[src/mmau_ram.sv]
// Generic simple dual-port RAM with one write port and one registered read port.
// Stands alone; used for the sample ring and the channel state.
module mmau_ram #(
   parameter int WIDTH = 8,
   parameter int DEPTH = 16
) (
   input  logic                                     clock,
   input  logic                                     wr_en,
   input  logic [(DEPTH > 1 ? $clog2(DEPTH) : 1)-1:0] wr_addr,
   input  logic [WIDTH-1:0]                         wr_data,
   input  logic                                     rd_en,
   input  logic [(DEPTH > 1 ? $clog2(DEPTH) : 1)-1:0] rd_addr,
   output logic [WIDTH-1:0]                         rd_data
);

   logic [WIDTH-1:0] mem_ff [DEPTH];
   logic [WIDTH-1:0] rd_data_ff;

   always_ff @(posedge clock) begin
      if (wr_en) begin
         mem_ff[wr_addr] <= wr_data;
      end
      if (rd_en) begin
         rd_data_ff <= mem_ff[rd_addr];
      end
   end

   assign rd_data = rd_data_ff;

endmodule

[config.mk]
export PLATFORM = sky130hd
export DESIGN_NAME = mmau_ram
export DESIGN_NICKNAME = d
export VERILOG_FILES = /design/src/mmau_ram.sv
export SDC_FILE = /design/constraint.sdc
export NUM_CORES = 1
export LEC_CHECK = 0
export BUFFER_PORTS_ARGS = -buffer_cell sky130_fd_sc_hd__buf_4
export CAP_MARGIN = 0
export CELL_PAD_IN_SITES_DETAIL_PLACEMENT = 1
export CELL_PAD_IN_SITES_GLOBAL_PLACEMENT = 2
export CORE_ASPECT_RATIO = 0.5
export CORE_MARGIN = 1
export CORE_UTILIZATION = 44
export CTS_BUF_LIST = sky130_fd_sc_hd__clkbuf_4 sky130_fd_sc_hd__clkbuf_8 sky130_fd_sc_hd__clkbuf_16
export DETAILED_ROUTE_END_ITERATION = 12
export PLACE_DENSITY = 0.79
export SLEW_MARGIN = 0
export SYNTH_ARGS = -nofsm -noshare
export SYNTH_HDL_FRONTEND = slang
export SYNTH_SLANG_ARGS = --single-unit
export TNS_END_PERCENT = 100
[constraint.sdc]
create_clock -name clock -period 2.6 [get_ports clock]
set_clock_uncertainty 0.15 [all_clocks]
set_input_delay 0.52 -clock clock [delete_from_list [all_inputs] [get_ports clock]]
set_output_delay 0.52 -clock clock [all_outputs]
set_load 0.01 [all_outputs]
# [Word level (Yosys, flattened, before mapping)]
# Memories as Yosys holds them, arrays and structs flattened. A register that Yosys moved wholly into a read port is not among the register bits.
# Cells that the tools add are included.
[classes] n_mux=2
[op_table] operator="two-way mux 1 bit" n=2
[word_totals] ram_bits=128 n_memories=1 input_bits=19 register_bits=0
[memory_table] memory="mem_ff" words=16 word_bits=8 read_ports=1 rd_ports_with_merged_regs=1 wr=1 line_no="16" source="logic [WIDTH-1:0] mem_ff [DEPTH];"

# [Logic depth before layout (Yosys ltp)]
# Gate-level depths: netlist (run 1).
[logic_depth] depth_word=2 mapped_depth=5

# [Worst setup path after synthesis (run 1)]
# No wires, ideal clock.
[synth_timing] path_kind="input-to-reg" start="in wr_addr[2] (netlist bit)" end="mem mem_ff[0][0] (enable)" t_arrival_ns=1.630 n_path_buf=0 path_slack_ns=0.437 stages=2 required_ns=2.067 setup_time_ns=0.383 path_cell_list="or3b_2 nor3_1"
[synth_lines] item="from (decl)" line_no="9" source="input logic [(DEPTH > 1 ? $clog2(DEPTH) : 1)-1:0] wr_addr,"
[synth_lines] item="to (decl)" line_no="16"
# No word-level cell before the write port.

==> results of run 1 <==
==> how the worst max path moves through the flow <==
stage	from	end	slack, ns	depth (start not counted)
after detailed placement	rd_addr[0]	rd_data[2]	0.34	5
after floorplan	wr_addr[2]	mem_ff[0][0]	0.44	2
after CTS	rd_addr[0]	rd_data[2]	0.78	5
final	rd_addr[0]	rd_data[2]	0.77	5
after global placement	rd_addr[0]	rd_data[7]	0.35	5
after global routing	rd_addr[0]	rd_data[2]	0.74	5
==> through the flow <==
step | utilization | power, uW | worst slack [ns]
final | 0.561 | 5280 | 0.766
after floorplan | - | 2660 | 0.437
after global routing | 0.561 | 5410 | 0.738
after global placement | 0.505 | 2770 | 0.350
after CTS | 0.561 | 5320 | 0.776
after detailed placement | 0.505 | 2780 | 0.340
==> routing by layer <==
metal / global-route usage / vias to the layer above / wire [microns]
li1: - / 1091 / -
met1: 0.283 / 1350 / 5230
met2: 0.304 / 73 / 5250
met3: 0.0486 / 13 / 573
met4: 0.0892 / 0 / 131
met5: 0 / - / 0
==> layout make-up <==
type                            instances  area (sq um)
Clock buffer                           18           433
Clock inverter                         14           198
Fill cell                             993          4950
Sequential cell                       136          4080
Timing Repair Buffer                   45           363
Multi-Input combinational cell         83          1060
Tap cell                              159           199
==> synthesized netlist by cell type <==
| master | instances | area, sq um |
|---|---|---|
| a22oi_1 | 16 | 120 |
| and2_1 | 1 | 6.26 |
| and2b_1 | 1 | 7.51 |
| buf_2 | 3 | 15.0 |
| buf_4 | 1 | 7.51 |
| buf_6 | 3 | 33.8 |
| clkdlybuf4s25_2 | 3 | 30.0 |
| edfxtp_1 | 136 | 4080 |
| mux4_1 | 14 | 368 |
| mux4_2 | 18 | 405 |
| nand2_1 | 9 | 33.8 |
| nand2b_1 | 2 | 12.5 |
| nand3_1 | 1 | 5.00 |
| nand3b_1 | 2 | 15.0 |
| nor2_1 | 13 | 48.8 |
| nor2b_1 | 1 | 6.26 |
| nor3_1 | 4 | 20.0 |
| or3b_2 | 1 | 8.76 |
==> registers in the layout (all words and copies together), names as in the netlist <==
name,flops
mem_ff,128
rd_data,8
==> power groups by stage <==
stage | clock (uW) | combinational [uW] | sequential, uW
2_1_floorplan | 0 | 125 | 2530
3_3_place_gp | 0 | 243 | 2530
3_5_place_dp | 0 | 253 | 2530
4_1_cts | 2580 | 254 | 2490
5_1_grt | 2660 | 270 | 2490
6_report | 2540 | 251 | 2480
==> cell families (layout without fill, tap and decap cells) <==
family	Yosys count	in the layout
multiplexers	32	32
flip-flops	136	136
AO/OA/AOI/OAI	16	16
buffers and inverters	10	77
AND/OR/NAND/NOR	35	35
==> summary.md, run 1 <==
| Metric | Value |
|---|---|
| Mapped Nets | 248 |
| Aggregate global-route resource usage | 0.202 |
| Startpoint of the worst hold path | wr_data[2] |
| Outcome | complete, no violations |
| Hold depth | 1 |
| Top-Level Pins | 27 |
| Crit start category | input port |
| Lkg Pwr | 0.00214 uW |
| Most frequent cells in the layout | edfxtp_1, buf_4, mux4_2 |
| Maximum clock frequency | 545 MHz |
| Sequential fraction of the synthesis area | 0.781 |
| Post-CTS Hold Fix Bufs | 0 |
| PostCTS Resize Cnt | 0 |
| Final hold violation count | 0 |
| Kind of cell with the highest combined delay on the critical path | multiplexers |
| DPL Wire Length | 7050 microns |
| Number of buffers added by the clock tree synthesis step | 17 |
| Combinational share of power | 0.048 |
| Finish-stage setup viols | 0 |
| Fraction of layout instances using a drive strength above 1 | 0.321 |
| Post-route non-filler standard cell count | 455 |
| Global-route wire length before repair | 16700 microns |
| Min-delay worst type | input port to flip-flop |
| Endpoint required time on the critical path | 2.60 ns |
| Post CTS Setup Buffer Count | 0 |
| Dominant combinational cell family by area after synthesis | multiplexers |
| Critical path endpoint category | flip-flop |
| Compound-gate portion of the synthesized area | 0.0230 |
| Number of register bits inferred by synthesis | 136 |
| Clock network power share | 0.482 |
| Die Span Y | 79.1 microns |
| Overall die area | 12300 sq um |
| Adder and majority cell fraction of the synthesized area | 0 |
| Wirelength per Cell | 24.6 microns |
| Placeable core region | 11300 sq um |
| Cell Pwr Density | 833 nW/um^2 |
| Largest net degree at the start of global routing | 33 |
| First-iteration detailed-routing DRC count | 274 |
| Count of TritonRoute iterations in the first routing pass | 4 |
| Worst slack on hold paths | 0.274 ns |
| Leading cell type in the layout, fill and taps excluded | edfxtp_1 |
| Vias in the first global route | 2710 |
| Post-layout nets | 302 |
| Critical path fanouts, max | 19 |
| Max-capacitance violation count | 0 |
| Via density | 5.55 |
| RSZ-0062 raised after global routing | false |
| Area added between synthesis and finish | 21.2% |
| Count of standard-cell rows | 27 |
| Insertion delay of the later-clocked pin in the worst-skew pair | 0.41 ns |
| CTS Root Cell | clkbuf_16 |
| Number of distinct standard cells referenced by the synthesized netlist | 18 |
| Worst hold path endpoint | mem_ff[10][2] |
| Worst Max-Slew Pin Slew | 0.601 ns |
| DRT Wirelength | 11200 microns |
| Portion of netlist area occupied by mux cells | 0.148 |
| Cell area after placement | 5700 sq um |
| Overall die width | 156 microns |
| Net switching fraction of the power | 0.203 |
| Clock tree from TritonCTS | built |
| Minimum period implied by the final worst setup slack | 1.83 ns |
| Delay contributed by the slowest stage of the critical path | 0.59 ns |
| Arrival time of data at the critical path endpoint | 1.83 ns |
| Total overflow reported by the global router | 0 |
| Clock buffer depth | 2 |
| Weighted congestion reported at the end of routability-driven placement | 0.711 |
| Diode count | 0 |
| Reg-to-reg setup timing slack | 0.87 ns |
| Internal power contribution | 4200 uW |
| Clk slew on worst S/H paths | 0.06 ns |
| Finished layout cell area | 6330 sq um |
| Reg-to-Reg End | rd_data[6] |
| Effective utilization at floorplan | 0.463 |
| Slew Viols, Final | 0 |
| Number of warnings printed during yosys synthesis | 0 |
| Net switching power figure | 1070 uW |
| Max IR drop VDD | 0.000450 V |
| Count of buffers from port buffering | 26 |
| Level count of the clock H-tree | 4 |
| Buf/Inv on CP | 2 |
| Post-Synth Simple-Gate Area | 0.0314 |
| ANT nets after route | 0 |
| CP Cell Sequence | buf_4, buf_12, mux4_1, a22oi_1, nand2_1 |
| Post-synthesis cell count | 229 |
| Sequential group share of total power | 0.471 |
| Worst r2r src | mem_ff[3][6] |
| Placed instance count | 423 |
| DRC | 0 |
| Routed vias | 2527 |
| Critical path's slowest cell | mux4_1 |
| Setup TNS | 0 ns |
| Slew HR | 0.598 |
| Synthesized area | 5230 sq um |
| Cell depth of the worst flop-to-flop path | 3 |
| Syn avg cell area | 22.8 sq um |
| Final Cycle Share | 0.705 |
| Critical path class | input port to flip-flop |
| Sinks on the clock net | 136 |
| Area share of xor/xnor cells in the synthesized design | 0 |
| Number of antenna violations at the first check in global routing | 0 |
Power figures use the tool's default switching activity.
==> inputs of run 2 (changes only) <==
ABC_AREA = 1   (was not set)
CORE_UTILIZATION = 41   (was 44)
PLACE_DENSITY = 0.85   (was 0.79)
clock period = 1.7 ns   (was 2.6 ns; I/O delays follow)
==> run 2 against run 1 <==
Net effect:
- clock-buffer cell count decreased by 1
- core utilization decreased by 5.1 points
- final cell count increased by 77%
- design area increased by 11%
- sequential cell count unchanged
- critical path type is now flip-flop to output pin
- hold slack got worse by 0.16 ns
- critical path depth decreased by 4
- highest routed layer unchanged
- sequential power increased by 53%
- clock power increased by 50%
- area after synthesis increased by 12%
- routed wire length increased by 38%
==> summary.md, run 2 <==
| Metric | Value |
|---|---|
| Outcome | complete, no violations |
| Syn avg cell area | 10.6 sq um |
| Count of TritonRoute iterations in the first routing pass | 5 |
| Worst slack on hold paths | 0.112 ns |
| First-iteration detailed-routing DRC count | 223 |
| Kind of cell with the highest combined delay on the critical path | flip-flops |
| Max IR drop VDD | 0.000693 V |
| Post CTS Setup Buffer Count | 0 |
| Ys async rst share | 0 |
| Largest net degree at the start of global routing | 33 |
| Sinks on the clock net | 136 |
| Critical path's slowest cell | edfxtp_1 |
| Count of buffers from port buffering | 26 |
| Finish-stage setup viols | 0 |
| Cell Pwr Density | 1160 nW/um^2 |
| Leading post-synthesis cells by cell area | edfxtp_1, nand2_1, nand3_1 |
| Critical path endpoint category | output pin |
| Most frequent cells in the layout | nand2_1, edfxtp_1, inv_1 |
| Flip-flop count of the largest register after layout | 128 |
| DRC | 0 |
| PostCTS Resize Cnt | 0 |
| Crit start category | flip-flop |
| Final Core Density | 0.511 |
| Setup TNS | 0 ns |
| Leading cell type in the layout, fill and taps excluded | nand2_1 |
| Number of register bits inferred by synthesis | 136 |
| Final Cycle Share | 0.889 |
| Insertion delay of the later-clocked pin in the worst-skew pair | 0.42 ns |
| Mapped Nets | 570 |
| Clk slew on worst S/H paths | 0.06 ns |
| Effective utilization at floorplan | 0.426 |
| Die Span Y | 86.4 microns |
| Post-layout nets | 618 |
| Max-capacitance violation count | 0 |
| Top cells by count, synth | nand2_1, edfxtp_1, inv_1, nand3_1, nor2_1 |
| Top-count cell post-synth | nand2_1 |
| Minimum setup slack in the final design | 0.188 ns |
| DRT Wirelength | 15400 microns |
| Buf/Inv on CP | 1 |
| Final hold violation count | 0 |
| Maximum clock frequency | 662 MHz |
| Top cell type's share of synthesized area | 0.698 |
| Number of cells on the critical path | 1 |
| Critical path class | flip-flop to output pin |
| Slew Viols, Final | 0 |
| Global-route wire length before repair | 24000 microns |
| Wirelength per Cell | 19.2 microns |
| Clock tree from TritonCTS | built |
| Placed instance count | 772 |
| Fraction of layout instances using a drive strength above 1 | 0.137 |
| Number of buffers added by the clock tree synthesis step | 17 |
| Count of standard-cell rows | 30 |
| Via density | 4.98 |
| Arrival time of data at the critical path endpoint | 1.02 ns |
| Weighted congestion reported at the end of routability-driven placement | 0.769 |
| Hold depth | 1 |
| CP Cell Sequence | buf_4 |
| Critical path fanouts, max | 1 |
| Synthesized area | 5850 sq um |
| Slew HR | 0.772 |
| Largest area contributor in the netlist | edfxtp_1 |
| Total overflow reported by the global router | 0 |
| Level count of the clock H-tree | 4 |
| Placeable core region | 13700 sq um |
| DPL Wire Length | 9560 microns |
| Register name with the most flops | mem_ff |
| Routed vias | 4002 |
| Overall die width | 171 microns |
| Number of distinct standard cells referenced by the synthesized netlist | 11 |
| Number of warnings printed during yosys synthesis | 0 |
| Predominant post-synthesis flop cell | edfxtp_1 |
| Clock buffer depth | 2 |
| ANT nets after route | 0 |
| Sequential fraction of the synthesis area | 0.698 |
| CTS Root Cell | clkbuf_16 |
| Minimum period implied by the final worst setup slack | 1.51 ns |
| Post-synthesis cell count | 551 |
| Aggregate global-route resource usage | 0.230 |
| Overall die area | 14800 sq um |
| Endpoint required time on the critical path | 1.21 ns |
| Area added between synthesis and finish | 20.0% |
| Number of antenna violations at the first check in global routing | 0 |
| Worst Max-Slew Pin Slew | 0.342 ns |
| Number of enable flip-flop cells after synthesis | 136 |
| Post-route non-filler standard cell count | 804 |
| RSZ-0062 raised after global routing | false |
| Top-Level Pins | 27 |
| Minimum setup slack after placement | 0.0307 ns |
| Cell depth of the worst flop-to-flop path | 6 |
| Vias in the first global route | 4230 |
| Min-delay worst type | input port to flip-flop |
| Lkg Pwr | 0.00301 uW |
| Post-CTS Hold Fix Bufs | 0 |
| Delay contributed by the slowest stage of the critical path | 0.43 ns |
[run 2: cell types whose count changed in the layout (fill, tap and decap cells not counted), moves of 3 or more]
cell / change
buf_12: +5
mux4_1: -14
inv_1: +100
mux4_2: -18
inv_6: -3
a22oi_1: -16
buf_4: +3
nor3_1: -4
nand3_1: +96
clkinv_2: +3
nand2_1: +164
nor2_1: +4
[run 2: metal layers]
metal	track usage	vias up	wire, microns
met3	0.0420	16	672
li1	-	1879	-
met5	0	-	0
met1	0.314	2021	7270
met2	0.373	86	7230
met4	0.0787	0	269
[run 2: cell type report]
type                    instances  area (sq um)
diodes                          1          2.50
clock buffers                  17           425
clock inverters                14           183
fillers                      1491          6720
inverters                     102           383
multi-input cells             289          1210
flip-flops and latches        136          4080
well taps                     192           240
repair buffers                 53           485
[run 2: final timing paths]
path,start,endpoint,slack (ns)
setup reg to reg,mem_ff[5][1],rd_data[1],0.33
hold / removal,wr_data[3],mem_ff[7][3],0.11
hold reg to reg,mem_ff[14][7],rd_data[7],0.61
setup / recovery,rd_data[3],rd_data[3],0.19
[run 2: report_power, final]
group | switching [uW] | leakage, uW | internal (uW)
clock | 1380 | 0.000290 | 2430
combinational | 352 | 0.00149 | 180
sequential | 24.8 | 0.00124 | 3780
[run 2: per-stage QoR]
stage               instance area (sq um)  total power, uW
floorplan                            5850             4140
global placement                     6410             4380
detailed placement                   6410             4400
global route                         7010             8350
CTS                                  7010             8170
finish                               7020             8150
[run 2: cells by family (layout without fill, tap and decap cells)]
kind of cell / Yosys count / after routing / share of synthesized area
buffers and inverters: 126 / 186 / 0.0939
DFF: 136 / 136 / 0.698
other: 0 / 1 / 0
and+or+nand+nor: 289 / 289 / 0.208
