--- src/mmau_pkg.sv ---
// Package of the multichannel moving average unit: payload types, codes and widths.
// Used by the top level, the divider and the port checker; depends on nothing.
package mmau_pkg;

   localparam int SAMPLE_W   = 24;
   localparam int CHANNEL_W  = 3;
   localparam int WINDOW_W   = 11;
   localparam int CSR_DATA_W = 32;
   localparam int CSR_ADDR_W = 3;

   localparam logic CMD_SAMPLE = 1'b0;
   localparam logic CMD_CLEAR  = 1'b1;

   localparam logic REG_WINDOW_LENGTH = 1'b0;

   typedef struct packed {
      logic                        command;
      logic [CHANNEL_W-1:0]        channel;
      logic signed [SAMPLE_W-1:0]  sample;
   } req_payload_type;

   typedef struct packed {
      logic [CHANNEL_W-1:0]        out_channel;
      logic signed [SAMPLE_W-1:0]  average;
   } rsp_payload_type;

   typedef struct packed {
      logic busy;
      logic done;
   } div_status_type;

endpackage

--- src/mmau_divider.sv ---
// Bit-serial restoring divider for unsigned magnitudes, one quotient bit per cycle.
// Depends on mmau_pkg for the status struct.
module mmau_divider #(
   parameter int DVD_W = 34,
   parameter int DVS_W = 11
) (
   input  logic                     clock,
   input  logic                     reset,
   input  logic                     start,
   input  logic [DVD_W-1:0]         dividend,
   input  logic [DVS_W-1:0]         divisor,
   output logic [DVD_W-1:0]         quotient,
   output mmau_pkg::div_status_type status
);
   import mmau_pkg::*;

   localparam int CNT_W = $clog2(DVD_W + 1);

   logic [DVD_W-1:0] quo_ff, quo_in;
   logic [DVS_W-1:0] rem_ff, rem_in;
   logic [DVS_W-1:0] dvs_ff, dvs_in;
   logic [CNT_W-1:0] count_ff, count_in;
   logic             busy_ff, busy_in;
   logic             done_ff, done_in;
   logic [DVS_W:0]   rem_shift;
   logic [DVS_W:0]   diff;

   always_comb begin
      quo_in    = quo_ff;
      rem_in    = rem_ff;
      dvs_in    = dvs_ff;
      count_in  = count_ff;
      busy_in   = busy_ff;
      done_in   = 1'b0;
      rem_shift = {rem_ff, quo_ff[DVD_W-1]};
      diff      = rem_shift - {1'b0, dvs_ff};
      if (start) begin
         quo_in   = dividend;
         rem_in   = '0;
         dvs_in   = divisor;
         count_in = CNT_W'(DVD_W);
         busy_in  = 1'b1;
      end else if (busy_ff) begin
         if (!diff[DVS_W]) begin
            rem_in = diff[DVS_W-1:0];
            quo_in = {quo_ff[DVD_W-2:0], 1'b1};
         end else begin
            rem_in = rem_shift[DVS_W-1:0];
            quo_in = {quo_ff[DVD_W-2:0], 1'b0};
         end
         count_in = count_ff - CNT_W'(1);
         if (count_ff == CNT_W'(1)) begin
            busy_in = 1'b0;
            done_in = 1'b1;
         end
      end
   end

   always_ff @(posedge clock) begin
      if (reset) begin
         busy_ff <= 1'b0;
         done_ff <= 1'b0;
      end else begin
         busy_ff <= busy_in;
         done_ff <= done_in;
      end
   end

   always_ff @(posedge clock) begin
      quo_ff   <= quo_in;
      rem_ff   <= rem_in;
      dvs_ff   <= dvs_in;
      count_ff <= count_in;
   end

   assign quotient    = quo_ff;
   assign status.busy = busy_ff;
   assign status.done = done_ff;

endmodule

--- config.mk ---
export PLATFORM = sky130hd
export DESIGN_NAME = mmau_divider
export DESIGN_NICKNAME = d
export VERILOG_FILES = /design/src/mmau_pkg.sv /design/src/mmau_divider.sv
export SDC_FILE = /design/constraint.sdc
export NUM_CORES = 1
export LEC_CHECK = 0
export BUFFER_PORTS_ARGS = -buffer_cell sky130_fd_sc_hd__buf_2
export CAP_MARGIN = 5
export CORE_MARGIN = 5
export CORE_UTILIZATION = 38
export DETAILED_ROUTE_END_ITERATION = 6
export PLACE_DENSITY = 0.57
export SLEW_MARGIN = 20
export SYNTH_ARGS = -nofsm -noshare
export SYNTH_HDL_FRONTEND = slang
export SYNTH_SLANG_ARGS = --single-unit
--- constraint.sdc ---
create_clock -name clock -period 4.3 [get_ports clock]
set_input_delay 0.86 -clock clock [delete_from_list [all_inputs] [get_ports clock]]
set_output_delay 0.86 -clock clock [all_outputs]
set_load 0.01 [all_outputs]
[Yosys cells after proc, flatten, opt, wreduce, memory -nomap -nowiden]
Cells that the tools add are included.
Widths: inputs -> output; s select.
Cells by class
  add/subtract/negate cells: 2
  equal/unequal tests: 1
  muxes and demuxes: 8
  bitwise gates (word level): 1
  reduce and logical (&&, ||, !) cells: 2
Operator list (count)
  $mux 34: 2
  $sub 12x11->12: 1
  $mux 11: 1
  $eq 6x1->1 const B: 1
  $sub 6x1->6 const B: 1
  $mux 1: 5
  $reduce_or 3->1: 1
  $reduce_bool 2->1: 1
  $not 1->1: 1
Storage, ports and cells
  register bits: 64
  input bits: 48
  output and inout bits: 36
  logic and storage cells: 20

[Depth between registers and ports, before layout]
Gate-level depths: netlist (run 1).
  depth in word-level cells: 4
  depth in mapped cells: 10

[Worst setup path before layout (run 1)]
Ideal clock, no wire load.
  kind: input-to-reg
  start point: input port start
  end point: register quo_ff[0] (netlist: quotient[0]), enable pin
  data arrival time: 1.953 ns
  path slack: 1.956 ns
  cell stages on the path: 3
  buffers on the path: 1
  cell sequence: clkbuf_1 -> inv_1 -> nand2_1
Between the ends
  longest elaborated chain between the ends: 1
RTL lines
  start: declaration: line mmau_divider.sv:9  | input logic start,
  $reduce_bool 2->1 (no source line)
  end signal: assignment: line mmau_divider.sv:70  | quo_ff <= quo_in;
  end: declaration: line mmau_divider.sv:19  | logic [DVD_W-1:0] quo_ff, quo_in;
Every way passes these cells.
A chain may end at the register's enable or synchronous reset.

[Final worst setup path (run 1)]
  start point: register dvs_ff[2]
  end point: register rem_ff[3]
Between the ends
  longest elaborated chain between the ends: 2
RTL lines
  start: declaration: line mmau_divider.sv:21  | logic [DVS_W-1:0] dvs_ff, dvs_in;
  start signal: assignment: line mmau_divider.sv:72  | dvs_ff <= dvs_in;
  $sub 12x11->12: line mmau_divider.sv:36  | diff = rem_shift - {1'b0, dvs_ff};
  $mux 11: line mmau_divider.sv:44  | if (!diff[DVS_W]) begin
  end signal: assignment: line mmau_divider.sv:71  | rem_ff <= rem_in;
  end: declaration: line mmau_divider.sv:20  | logic [DVS_W-1:0] rem_ff, rem_in;
Every way passes these cells.

==> results of run 1 <==
-- per-layer routing --
layer	global-route usage [%]	wire length, µm	vias to the layer above
li1	-	-	1207
met1	18.4	3250	1129
met2	23.3	3350	49
met3	5.35	424	13
met4	3.98	107	0
met5	0	0	-
-- power by group --
group / internal [mW] / total [mW] / switching [mW]
Combinational: 0.151 / 0.333 / 0.182
Sequential: 0.730 / 0.763 / 0.0336
Clock: 0.329 / 0.577 / 0.248
Total: 1.21 / 1.67 / 0.464
-- synthesized netlist by cell type, drive strengths merged, types with 3 or more instances --
master   n
a21oi   10
and4     3
buf      7
clkbuf  10
dfxtp   19
edfxtp  45
ha      13
inv     20
mux2    33
nand2   20
nand3   10
nand4    5
nor2    27
nor3     7
o21ai    6
o311a    5
o311ai   3
xnor2    4
xor2     5
-- stage by stage --
stage	total power, mW	utilization, %	hold slack [ns]
5_1_grt	1.77	46.5	0.539
2_1_floorplan	1.01	-	0.461
6_report	1.67	46.5	0.498
4_1_cts	1.70	46.5	0.507
3_3_place_gp	1.11	44.0	0.487
3_5_place_dp	1.11	44.0	0.484
-- cell type report --
type	count	area (µm²)
clock inverter	6	92.6
tap	108	135
clock buffer	10	128
fill	828	4590
timing repair buffer	87	445
multi-input combinational	183	1390
inverter	20	75.1
sequential	64	1730
-- cell families after synthesis --
kind of cell,after synthesis
adder cells (fa/ha/maj),14
XOR/XNOR,9
buffers and inverters,37
AND/OR/NAND/NOR,86
AO/OA/AOI/OAI,41
flip-flops,64
multiplexers,33
-- registers in the layout, indices dropped and copies added (netlist names) --
| name | flops |
|---|---|
| rem_ff | 11 |
| busy_ff | 1 |
| done_ff | 1 |
| count_ff | 6 |
| quotient | 34 |
| dvs_ff | 11 |
-- final timing paths --
kind	slack (ns)	startpoint	cells after the start	endpoint
max	1.55	dvs_ff[2]	8	rem_ff[3]
min	0.50	count_ff[0]	2	count_ff[0]
max reg2reg	1.55	dvs_ff[2]	8	rem_ff[3]
min reg2reg	0.50	count_ff[0]	2	count_ff[0]
-- critical path, cell delays in order (launching register included) --
cell and delay (ns):
edfxtp_1 0.38, inv_1 0.06, ha_1 0.26, and3b_4 0.21, o21a_2 0.23, o21ai_2 0.18
nand4_1 0.50, and2_1 0.49, o311a_1 0.32
==> flow_summary.yaml, run 1 <==
outcome:
  status: "finished clean"
timing:
  rsz0062_at_grt: "no"
  worstMarginPinSlew_ns: 0.882
  drv_slew: 0
  tns_ns: 0
  hold_viol: 0
  period_needed_ns: 2.75
  setup_viol: 0
  post-route-period-util_pct: 63.9
  max-slew-margin-rel_pct: 41.2
  fin_ws_ns: 1.55
  skew_ns: 0.0113
  max_freq_mhz: 364
grt:
  grt_util_all_layers_pct: 14.5
  grt_start_max_net_pins: 40
  antenna_found_initial: 0
  grt_pass1_wl_mm: 11.9
  overflow: 0
  grt_pass1_vias: 2457
placed_design:
  placed_cells: 462
  post_dp_cell_area_mm2: 0.00378
  io_buffers: 83
  gp_congestion: 0.735
  hpwl_mm: 5.09
  pre_cts_slack_ns: 1.51
cts:
  cts_hold_buf: 0
  cts_buffer_depth: 2
  cts_tree: "built"
  cts.repair.resized: 0
  h-tree-depth: 3
  cts_sinks: 64
  cts-root-buf: "clkbuf_8"
  cts.clk_slew.worst_paths_ns: 0.07
  cts_setup_buffers: 0
  clk_latency_ns: 0.34
  cts_buffers: 9
yosys:
  syn_area_per_cell_um2: 11.6
  synth-edff-count: 45
  yosys_warnings: 0
  synth_top_area_share_pct: 41.0
  yosys.area.top_type: "edfxtp_1"
  synth_compound_area_share_pct: 10.1
  synth-simple-area-share_pct: 12.9
  ys_ff_latch: 64
  synth-xor-area-share_pct: 2.39
  synth_top_family_by_area: "simple AND/OR/NAND/NOR gates"
  synth_area_leaders: "edfxtp_1, dfxtp_1, mux2_2"
  synth_area_mm2: 0.00329
  synthFlopType: "edfxtp_1"
  ys_seq_area_share_pct: 52.6
  syn_inst: 284
  yosysUniqueCellTypes: 50
  mappedNetlistNets: 346
  synthAdderAreaFrac_pct: 5.55
  yosys-mux-area-fraction_pct: 11.3
  async_reset_ff_share_pct: 0
power_and_ir_drop:
  ir_drop_uv: 217
  p_per_area_mw_per_mm2: 419
  total_leakage_power_nw: 1.67
routing:
  drc: 0
  vias_per_cell: 5.02
  drtPass1Iterations: 4
  ant_nets: 0
  wirelength_mm: 7.13
  drt-initial-drc-count: 152
  vias: 2398
  wire_per_inst_um: 14.9
run:
  drv_cap: 0
die:
  start_util_pct: 38.3
  die-width_um: 103
  core_area_mm2: 0.00859
  core.rowCount: 34
  die_area_mm2: 0.0106
  ioPinCount: 84
  die_y_um: 103
worst_setup_path:
  start_kind: "flop"
  critPathRequiredTime_ns: 4.53
  cp_max_fo: 13
  cp-end-kind: "flop"
  arrival_ns: 2.98
  critical_path_class: "reg2reg"
finish:
  nets: 427
  areaGrowthSynthToFinish_pct: 21.4
  mostFrequentLayoutCells: "buf_2, edfxtp_1, mux2_2"
  stdcell_count: 478
  antenna_cells: 0
  drive_gt1_share_pct: 39.7
  mostFrequentLayoutCell: "buf_2"
  stdcell_area_mm2: 0.00400
min_path:
  hp-class: "reg2reg"
(Power assumes the default switching activity.)
==> run 2: changes to the inputs <==
- ABC_AREA: default -> 1
- PLACE_DENSITY: 0.57 -> 0.59
- clock period: 4.3 -> 2.4 ns (I/O delays scaled with it)
==> run 2 against run 1 <==
  * Core utilization is 0.61 points higher
  * Synthesized cell count is 45% higher
  * Sequential power is 74% higher
  * Critical path type unchanged
  * First-iteration DRC count decreased by 36%
  * Global-route usage shrank 0.37 points
  * Final cell count increased by 28%
  * Critical path depth rose by 6
  * Combinational power is 16% higher
  * Largest power group unchanged
  * Flip-flop and latch count is the same
  * Non-clock buffer count is 1 higher
  * Setup slack worse by 1.2 ns
==> flow_summary.yaml, run 2 <==
grt:
  grt_pass1_wl_mm: 13.0
  overflow: 0
  grt_util_all_layers_pct: 14.1
  grt_pass1_vias: 2769
  grt_start_max_net_pins: 45
  antenna_found_initial: 0
cts:
  cts_setup_buffers: 0
  cts.clk_slew.worst_paths_ns: 0.07
  cts_hold_buf: 0
  cts_buffers: 9
  cts.repair.resized: 0
  cts-root-buf: "clkbuf_8"
  h-tree-depth: 3
  cts_buffer_depth: 2
  cts_tree: "built"
  cts_sinks: 64
  clk_latency_ns: 0.34
worst_setup_path:
  cp-endpoint: "rem_ff[8]"
  cp_max_fo: 4
  arrival_ns: 2.30
  critPathLaunch: "quotient[33]"
  rr_startpoint: "quotient[33]"
  critPathRequiredTime_ns: 2.63
  r2r_cells: 14
  r2r-end: "rem_ff[8]"
  r2r_slack_ns: 0.33
  critical_path_class: "reg2reg"
  start_kind: "flop"
  cp-end-kind: "flop"
timing:
  fin_ws_ns: 0.327
  post-route-period-util_pct: 86.4
  max-slew-margin-rel_pct: 66.3
  period_needed_ns: 2.07
  drv_slew: 0
  rsz0062_at_grt: "no"
  tns_ns: 0
  hold_viol: 0
  max_freq_mhz: 482
  skew_ns: 0.00987
  worstMarginPinSlew_ns: 0.505
  holdWs_ns: 0.303
  setup_viol: 0
placed_design:
  placed_cells: 594
  post_dp_cell_area_mm2: 0.00394
  pre_cts_slack_ns: 0.320
  io_buffers: 83
  hpwl_mm: 5.59
  gp_congestion: 0.852
routing:
  vias_per_cell: 4.60
  ant_nets: 0
  drt-initial-drc-count: 97
  vias: 2807
  drtPass1Iterations: 5
  wire_per_inst_um: 12.5
  wirelength_mm: 7.62
  drc: 0
finish:
  post-route-util_pct: 47.1
  mostFrequentLayoutCells: "nand2_1, buf_2, inv_1, edfxtp_1, nor2_1"
  nets: 559
  stdcell_count: 610
  stdcell_area_mm2: 0.00413
  largest_reg_flops: 34
  areaGrowthSynthToFinish_pct: 19.9
  mostFrequentLayoutCell: "nand2_1"
  antenna_cells: 0
  drive_gt1_share_pct: 25.1
die:
  die-width_um: 105
  start_util_pct: 39.3
  ioPinCount: 84
  core_area_mm2: 0.00876
  die_y_um: 105
  core.rowCount: 34
  die_area_mm2: 0.0111
power_and_ir_drop:
  pwr-share-clk_pct: 34.0
  p_int_mw: 1.91
  ir_drop_uv: 307
  p_per_area_mw_per_mm2: 629
  power_mw: 2.60
  p_sw_share_pct: 26.5
  total_leakage_power_nw: 2.13
  switchingPower_mw: 0.688
  p_comb_share_pct: 14.8
  power_frac_seq_pct: 51.2
yosys:
  yosysUniqueCellTypes: 33
  synth_most_common_cell: "nand2_1"
  synth_commonest_cells: "nand2_1, edfxtp_1, inv_1, nor2_1, dfxtp_1"
  synth-edff-count: 45
  yosys_warnings: 0
  synth_area_leaders: "edfxtp_1, nand2_1, dfxtp_1"
  ys_ff_latch: 64
  yosys.area.top_type: "edfxtp_1"
  async_reset_ff_share_pct: 0
  syn_inst: 413
  mappedNetlistNets: 475
  synthFlopType: "edfxtp_1"
  ys_seq_area_share_pct: 50.3
  syn_area_per_cell_um2: 8.34
  synth_area_mm2: 0.00345
  synth_top_area_share_pct: 39.2
run:
  drv_cap: 0
min_path:
  hp-class: "in2reg"
outcome:
  status: "finished clean"
-- run 2: cell type report --
| cell class | instances | area, µm² |
|---|---|---|
| clock inverter | 6 | 60.1 |
| multi-input combinational | 285 | 1440 |
| timing repair buffer | 88 | 453 |
| sequential | 64 | 1730 |
| inverter | 49 | 184 |
| clock buffer | 10 | 128 |
| tap | 108 | 135 |
| fill | 864 | 4630 |
-- run 2: power by group through the flow --
stage | logic [mW] | clock network (mW) | registers [mW]
4_1_cts | 0.390 | 0.915 | 1.33
6_report | 0.385 | 0.884 | 1.33
3_3_place_gp | 0.389 | 0 | 1.35
5_1_grt | 0.436 | 0.961 | 1.34
2_1_floorplan | 0.203 | 0 | 1.38
3_5_place_dp | 0.390 | 0 | 1.35
-- run 2: cell families (layout without fill, tap and decap cells) --
group | after synthesis | count (layout) | share of synthesized area, %
AOI/OAI and AO/OA | 13 | 13 | 2.32
xor gates and xnor gates | 5 | 5 | 1.27
adders and majority gates | 14 | 14 | 5.30
buffers and inverters | 64 | 153 | 7.95
DFF | 64 | 64 | 50.3
and+or+nand+nor | 253 | 253 | 32.9
-- run 2: worst min-delay path by stage --
stage                     slack (ns)       from   endpoint  cells after the start
after detailed placement        0.47  rem_ff[1]  rem_ff[1]                      2
after global routing            0.29      reset    busy_ff                      2
after CTS                       0.28      reset    busy_ff                      2
after global placement          0.46  rem_ff[3]  rem_ff[3]                      2
after floorplan                 0.44  rem_ff[9]  rem_ff[9]                      2
final                           0.30      reset    busy_ff                      2
-- run 2: routing by layer --
metal	part of all wire [%]	track usage, %	up-vias	wire, µm
li1	-	-	1476	-
met1	48	19.5	1229	3630
met3	7.9	5.07	11	601
met2	43	20.4	91	3270
met4	1.6	5.21	0	125
met5	0	0	-	0
-- run 2: worst max-delay path: stages (launching register included) --
cell and delay, ns:
edfxtp_1 0.38, inv_1 0.11, ha_1 0.15, inv_1 0.09
fa_1 0.47, nand3_1 0.12, nand3_1 0.14, nand2_1 0.12
nand2_1 0.06, nand2_1 0.05, nand2_1 0.06, inv_1 0.06
nand2_2 0.04, nand3_1 0.07, nand2_1 0.05
==> run 3: changes to the inputs <==
- CORE_MARGIN: 5 -> default
- MAX_ROUTING_LAYER: default -> met4
==> run 3 against run 2 <==
  * Core utilization is 0.40 points higher
  * Sequential power is essentially flat
  * Clock skew fell by 0.0020 ns
  * Via count rose by 0.78%
  * Routed wire length shrank 1.2%
  * Largest power group unchanged
  * Highest routed layer unchanged
==> flow_summary.yaml, run 3 (same netlist as run 2, synthesis figures left out) <==
outcome:
  status: "finished clean"
cts:
  cts-root-buf: "clkbuf_8"
  cts_setup_buffers: 0
  cts_sinks: 64
  h-tree-depth: 3
  cts_buffers: 9
  cts_hold_buf: 0
  cts_buffer_depth: 2
  cts_tree: "built"
  cts.repair.resized: 0
  cts.clk_slew.worst_paths_ns: 0.07
  clk_latency_ns: 0.34
grt:
  grt_pass1_vias: 2683
  grt_start_max_net_pins: 39
  grt_use_met3_pct: 3.96
  grt_util_all_layers_pct: 17.1
  use_met1_pct: 23.1
  grtUsageMet2_pct: 24.9
  top_usage_layer: "met2"
  overflow: 0
  antenna_found_initial: 0
  grt_pass1_wl_mm: 12.5
finish:
  antenna_cells: 0
  largest_reg_flops: 34
  drive_gt1_share_pct: 24.9
  mostFrequentLayoutCells: "nand2_1, buf_2, inv_1, edfxtp_1, nor2_1"
  post-route-util_pct: 47.5
  regArea_mm2: 0.00173
  areaGrowthSynthToFinish_pct: 20.9
  mostFrequentLayoutCell: "nand2_1"
  nets: 559
  stdcell_area_mm2: 0.00417
  multi_input_area_mm2: 0.00144
  nFillCells: 876
die:
  start_util_pct: 39.3
  die_area_mm2: 0.00945
  die_y_um: 97.2
  core.rowCount: 34
  ioPinCount: 84
  die-width_um: 97.2
  core_area_mm2: 0.00876
run:
  drv_cap: 0
placed_design:
  post_dp_cell_area_mm2: 0.00394
  gp_congestion: 0.856
  io_buffers: 83
  hpwl_mm: 5.44
worst_setup_path:
  slowest_delay_ns: 0.46
  critPathMostFrequentCell: "nand2_1"
  cp-end-kind: "flop"
  start_kind: "flop"
  critical_path_class: "reg2reg"
  arrival_ns: 2.33
  critPathRequiredTime_ns: 2.63
  path_cells: "inv_1, ha_1, inv_1, fa_1, nand3_1, nand3_1, nand2_1, nand2_1, nand2_1, nand2_1, inv_1, nand2_2, nand3_1, nand2_1"
  cp_max_fo: 4
  cpMaxStageDelayCell: "fa_1"
power_and_ir_drop:
  p_int_mw: 2.08
  ir_drop_uv: 292
  p_per_area_mw_per_mm2: 662
  p_comb_share_pct: 13.9
  switchingPower_mw: 0.683
  p_sw_share_pct: 24.7
  total_leakage_power_nw: 2.15
  pwr-share-clk_pct: 37.8
  power_mw: 2.76
  power_frac_seq_pct: 48.2
routing:
  vias_per_cell: 4.64
  drt-initial-drc-count: 202
  drc: 0
  ant_nets: 0
  vias: 2829
  drtPass1Iterations: 4
  wirelength_mm: 7.53
  wire_per_inst_um: 12.3
timing:
  setup_viol: 0
  rsz0062_at_grt: "no"
  period_needed_ns: 2.10
  worstMarginPinSlew_ns: 0.431
  max-slew-margin-rel_pct: 71.3
  post-route-period-util_pct: 87.4
  max_freq_mhz: 477
  skew_ns: 0.00788
  drv_slew: 0
  tns_ns: 0
  hold_viol: 0
min_path:
  hp-class: "in2reg"
## run 3: cell types whose count changed in the layout (fill, tap and decap cells not counted)
cell,previous run,this run
bufinv_16,1,2
clkbuf_1,1,2
clkbuf_8,9,11
clkinv_2,2,0
clkinv_4,1,0
clkinvlp_4,1,0
## run 3: power by group through the flow
stage	logic, mW	registers (mW)	clock network [mW]
2_1_floorplan	0.203	1.38	0
3_3_place_gp	0.385	1.35	0
3_5_place_dp	0.387	1.35	0
4_1_cts	0.389	1.33	1.07
5_1_grt	0.432	1.34	1.12
6_report	0.385	1.33	1.04
## run 3: worst max-delay path, delay by kind of cell (launching register included)
family	cells	cell delay, ns
AND/OR/NAND/NOR	9	0.73
adder cells (fa/ha/maj)	2	0.62
flip-flops	1	0.39
buffers and inverters	3	0.25
## run 3: per-stage QoR
step                      hold slack [ns]  setup slack (ns)  std cells
after floorplan                     0.443             0.368        413
after global placement              0.458             0.341        594
after detailed placement            0.462             0.301        594
after CTS                           0.299             0.295        610
after global routing                0.295             0.110        610
final                               0.313             0.302        610
## run 3: layer usage
metal / wire, µm / vias up
met5: 0 / -
met4: 122 / 0
met3: 419 / 10
met2: 3320 / 91
met1: 3680 / 1255
li1: - / 1473
## run 3: final cells by class
| class | count | area share, % |
|---|---|---|
| flip-flops and latches | 64 | 41.6 |
| multi-input cells | 285 | 34.6 |
| repair buffers | 88 | 10.9 |
| inverters | 49 | 4.41 |
| clock buffers | 13 | 3.81 |
| well taps | 108 | 3.24 |
| clock inverters | 3 | 1.53 |
## run 3: worst paths after layout
path | endpoint | slack [ns] | from | cells after the start
worst max-delay path | rem_ff[8] | 0.30 | quotient[33] | 14
worst min-delay path | dvs_ff[10] | 0.31 | divisor[10] | 1
worst max register to register | rem_ff[8] | 0.30 | quotient[33] | 14
worst min register to register | rem_ff[3] | 0.47 | rem_ff[3] | 2
